File: src/hw/rtl/lif_div.sv
// ----------------------------------------------------------------------------
// lif_div
// Restoring divider for the spike overshoot: q = floor(a * 2^24 / d), with
// a < d assumed, one quotient bit per cycle for 24 quotient bits.
// ----------------------------------------------------------------------------
`default_nettype none

module lif_div (
    input  wire logic        i_clk,
    input  wire logic        i_rst_n,
    input  wire logic        i_start,
    input  wire logic [24:0] i_num,
    input  wire logic [24:0] i_den,
    output logic             o_done,
    output logic [23:0]      o_quot
);
    logic        r_busy;
    logic [4:0]  r_cnt;
    logic [24:0] r_rem;
    logic [24:0] r_den;
    logic [23:0] r_quot;
    logic        r_done;

    logic [25:0] w_shift;
    logic [25:0] w_sub;
    logic        w_ge;

    // one trial subtract per cycle
    assign w_shift = {r_rem, 1'b0};
    assign w_sub   = w_shift - {1'b0, r_den};
    assign w_ge    = w_shift >= {1'b0, r_den};

    always_ff @(posedge i_clk) begin
        if (!i_rst_n) begin
            r_busy <= 1'b0;
            r_done <= 1'b0;
            r_cnt  <= '0;
        end else begin
            r_done <= 1'b0;
            if (i_start) begin
                r_busy <= 1'b1;
                r_cnt  <= '0;
            end else if (r_busy) begin
                r_cnt <= r_cnt + 5'd1;
                if (r_cnt == 5'd23) begin
                    r_busy <= 1'b0;
                    r_done <= 1'b1;
                end
            end
        end
    end

    // payload
    always_ff @(posedge i_clk) begin
        if (i_start) begin
            r_rem  <= i_num;
            r_den  <= i_den;
            r_quot <= '0;
        end else if (r_busy) begin
            r_rem  <= w_ge ? w_sub[24:0] : w_shift[24:0];
            r_quot <= {r_quot[22:0], w_ge};
        end
    end

    assign o_done = r_done;
    assign o_quot = r_quot;

endmodule

`default_nettype wire
File: config.mk
export PLATFORM = sky130hd
export DESIGN_NAME = lif_div
export DESIGN_NICKNAME = d
export VERILOG_FILES = /design/src/hw/rtl/lif_div.sv
export SDC_FILE = /design/constraint.sdc
export NUM_CORES = 1
export LEC_CHECK = 0
export ABC_AREA = 1
export BUFFER_PORTS_ARGS = -buffer_cell sky130_fd_sc_hd__buf_2
export CAP_MARGIN = 20
export CELL_PAD_IN_SITES_DETAIL_PLACEMENT = 0
export CELL_PAD_IN_SITES_GLOBAL_PLACEMENT = 1
export CORE_AREA = 2 2 140 142
export DETAILED_ROUTE_END_ITERATION = 8
export DIE_AREA = 0 0 142 144
export PLACE_DENSITY_LB_ADDON = 0.05
export SYNTH_ARGS = -nofsm -noshare
export SYNTH_HDL_FRONTEND = slang
export SYNTH_SLANG_ARGS = --single-unit
File: constraint.sdc
create_clock -name i_clk -period 3.63 [get_ports i_clk]
set_input_delay 0.363 -clock i_clk [delete_from_list [all_inputs] [get_ports i_clk]]
set_output_delay 0.363 -clock i_clk [all_outputs]
set_load 0.02 [all_outputs]
Yosys cells after proc, flatten, opt, wreduce, memory -nomap -nowiden
Cells that the tools add are included.
Storage, ports and cells
  logic and storage cells: 22
  bits of input ports: 53
  flip-flop bits (word level): 81
Operators by class
  eq/ne operators: 1
  multiplexer cells: 7
  reduce and logical (&&, ||, !) cells: 3
  bitwise gates (word level): 2
  magnitude comparators: 1
  add/subtract/negate cells: 2
Operator list (count)
  $mux W25: 3
  $ge A26 B25 Y1: 1
  $sub A25 B25 Y25: 1
  $add A5 B1 Y5 const B: 1
  $eq A5 B5 Y1 const B: 1
  $mux W1: 4
  $reduce_or A3 Y1: 1
  $not A1 Y1: 2
  $reduce_bool A2 Y1: 1
  $reduce_or A2 Y1: 1

Logic depth before layout (Yosys ltp)
  depth in word-level cells: 4
  depth in mapped cells: 15
  mapped depth without buffers: 15

Worst setup path after synthesis
OpenSTA, ideal clock, no wires.
  path kind: in2reg
  start point: input port i_start
  end point: register r_rem[0], enable pin
  path slack: 1512 ps
  path buffers: 2
  cell stages on the path: 4
  data arrival time: 1719 ps
  path through: clkbuf_1 nor2_1 inv_1 buf_1
On the way
  word-level cells in the longest chain between the ends: 1
RTL lines
  start, declared: RTL line 11  | input wire logic i_start,
  $reduce_bool A2 Y1 (no line)
  end signal, assigned: RTL line 56  | r_rem <= i_num;
  end signal, assigned: RTL line 60  | r_rem <= w_ge ? w_sub[24:0] : w_shift[24:0];
  end, declared: RTL line 19  | logic [24:0] r_rem;
No other way between the ends.
A chain may end at the register's enable or synchronous reset.

Worst setup path after layout
  start point: register r_rem[21]
  end point: register r_rem[22], data pin
On the way
  word-level cells in the longest chain between the ends: 4
  elaborated cells on any way between the ends: 5
RTL lines
  $sub A25 B25 Y25 / $ge A26 B25 Y1 (equally long branches): RTL line 30, 31
  $mux W25 (*): RTL line 60
  $mux W25 (*): RTL line 59  | end else if (r_busy) begin
  $mux W25 (*): RTL line 55  | if (i_start) begin
Mark *: on every way between the ends. The rest lies on a longest branch, timed or not. The select of a mux whose other input is x is not followed.

==> impl_metrics.toml <==
[floorplan]
die_w_um = 142
die_y_um = 144
ios = 78
die_area_mm2 = 0.0204
core_mm2 = 0.0191
initial_core_util_pct = 27.5
fp-row-count = 51

[clock_tree]
cts_setup_buffers = 0
ctsHtreeMaxLevel = 3
cts_hold_buf = 0
cts_tree = "yes"
clock-sinks = 81
post_cts_resized = 0
clock_path_buffers = 2
insertion_delay_ns = 0.35
cts_buffers = 9
cts-root-buf = "clkbuf_16"
clk_pin_slew_ns = 0.07

[timing]
fin_skew_ns = 0.00554
min_period_over_period_pct = 72.2
max_freq_mhz = 382
setup-violations-final = 0
setup_slack_ns = 1.01
relSlewSlack_pct = 50.7
hold_ws_ns = 0.184
finalHoldViolations = 0
final_max_slew_viol_count = 0
finalCriticalPeriod_ns = 2.62
rsz0062_at_grt = "no"
worstMarginPinSlew_ns = 0.738
setup-tns-final_ns = 0

[yosys]
ys_top_cells_by_count = "238 x nand2_1, 149 x inv_1, 53 x nand3_1"
netlist_top_cells_area = "edfxtp_1 29%, nand2_1 17%, dfxtp_1 12%"
ys_seq_area_share_pct = 40.4
ys.flop_type = "edfxtp_1"
ys_ff_latch = 81
synth_top_area_share_pct = 28.6
synth_fp_nets = 804
syn_area_mm2 = 0.00525
ys_types = 35
synth.most_common_cell = "nand2_1"
yosysWarnings = 0
synth-edff-count = 50
syn_inst = 724
synth-async-reset-ratio_pct = 0
yosysTopAreaCell = "edfxtp_1"
avgSynthCellArea_um2 = 7.25

[place]
place.gp.congestion = 0.826
io_buffers = 77
pre_cts_slack_ns = 1.00
hpwlAfterDp_mm = 11.6

[route]
dr_total_vias = 4629
route.final.wire_length_mm = 15.5
drt_iter0_markers = 221
wire_per_inst_um = 14.9
ant_nets = 0
firstDrtPassIters = 5
drcViolationCount = 0
via_per_inst = 4.43

[cells_and_area]
syn2layout_area_growth_pct = 17.7
n_fill_cell = 2139
post-route-util_pct = 32.4
drive_gt1_share_pct = 14.5
area.sequential_mm2 = 0.00212
fin_nets = 880
multi_input_area_mm2 = 0.00246

[critical_path]
required_ns = 3.74
criticalPathCategory = "register to register"
reg2reg_slack_ns = 1.01
rr_worst_depth = 10
cp_max_fo = 26
rr_startpoint = "r_rem[21]"
r2r_end = "r_rem[22]"
end_kind = "register"
startpoint_type = "register"
critPathArrivalTime_ns = 2.73

[min_path]
hp-class = "input port to register"
whs_endpoint = "r_den[11]"
hold_start = "i_den[11]"
min_path_cells = 1

[power]
p_leak_nw = 3.14
power_frac_comb_pct = 37.7
swShare_pct = 38.8
power.internal_w = 0.00203
irDropWorstVdd_v = 0.000223
pwr-share-clk_pct = 28.0
seq_power_share_pct = 34.3
power.density_mw_per_mm2 = 538
switching_power_w = 0.00129

[grt]
grt_pass1_vias = 4776
grt.total_usage_pct = 16.0
grt_max_degree = 39
grt_pass1_wl_mm = 24.9
grt-ovfl-total = 0
antenna_found_initial = 1

[flow_run]
maxCapViolations = 0

[run_status]
status = "complete, no violations"
==> cell type report <==
type                    instances  area share, %
clock buffers                  11           4.11
repair buffers                 82           7.05
inverters                     150           9.12
flip-flops and latches         81           34.4
multi-input cells             476           39.9
diodes                          1         0.0405
well taps                     238           4.82
clock inverters                 5          0.567
==> registers in the layout, summed over array words and instances, names as in the netlist <==
register,cells
o_done,1
o_quot,24
r_busy,1
r_cnt,5
r_den,25
r_rem,25
==> cells by family after synthesis <==
group	after synthesis	synth area share, %
AOI/OAI and AO/OA	54	5.96
xor gates and xnor gates	8	1.34
adders and majority gates	27	6.58
buffers and inverters	167	12.6
DFF	81	40.4
and+or+nand+nor	387	33.1
==> metal layers <==
layer  GRT usage, %  wire (um)
met5              0          0
met4           6.37        338
met3           3.34        729
met2           26.2       7000
met1           20.7       7450
==> how the worst max path moves through the flow <==
| stage | slack [ns] | to | start |
|---|---|---|---|
| after CTS | 0.97 | r_rem[22] | r_rem[21] |
| after detailed placement | 1.00 | r_rem[20] | r_rem[16] |
| final | 1.01 | r_rem[22] | r_rem[21] |
| after global routing | 0.74 | r_rem[12] | r_rem[21] |
| after floorplan | 1.51 | r_rem[0] | i_start |
| after global placement | 1.00 | r_rem[22] | r_rem[21] |
==> stage by stage <==
step / cell area, um^2 / power [W] / instances
CTS: 6170 / 0.00339 / 1043
floorplan: 5250 / 0.00208 / 724
detailed placement: 5880 / 0.00242 / 1027
global placement: 5880 / 0.00243 / 1027
finish: 6170 / 0.00332 / 1044
global route: 6170 / 0.00360 / 1043
==> worst max-delay path: stages (launching register included) <==
cell	delay (ns)
edfxtp_1	0.39
ha_1	0.40
nand2_1	0.12
nor3_1	0.30
nand2_1	0.19
a21oi_2	0.19
nor2_4	0.11
nand2_4	0.31
nand3_1	0.19
nand2_1	0.11
nand2_1	0.05
==> power groups by stage <==
stage | Sequential [W] | Clock (W) | Combinational, W
final | 0.00114 | 0.000931 | 0.00125
after global routing | 0.00115 | 0.00100 | 0.00145
after CTS | 0.00114 | 0.000974 | 0.00127
after detailed placement | 0.00116 | 0 | 0.00127
after global placement | 0.00116 | 0 | 0.00127
after floorplan | 0.00114 | 0 | 0.000936
==> cells in the final DEF (no fill, tap or decap), types with 22 or more instances in the layout <==
cell	n
nand2_1	238
inv_1	148
buf_2	77
nand3_1	53
edfxtp_1	50
nor2_1	42
dfxtp_1	31
ha_1	26
o22ai_1	22
Power figures use the tool's default switching activity.
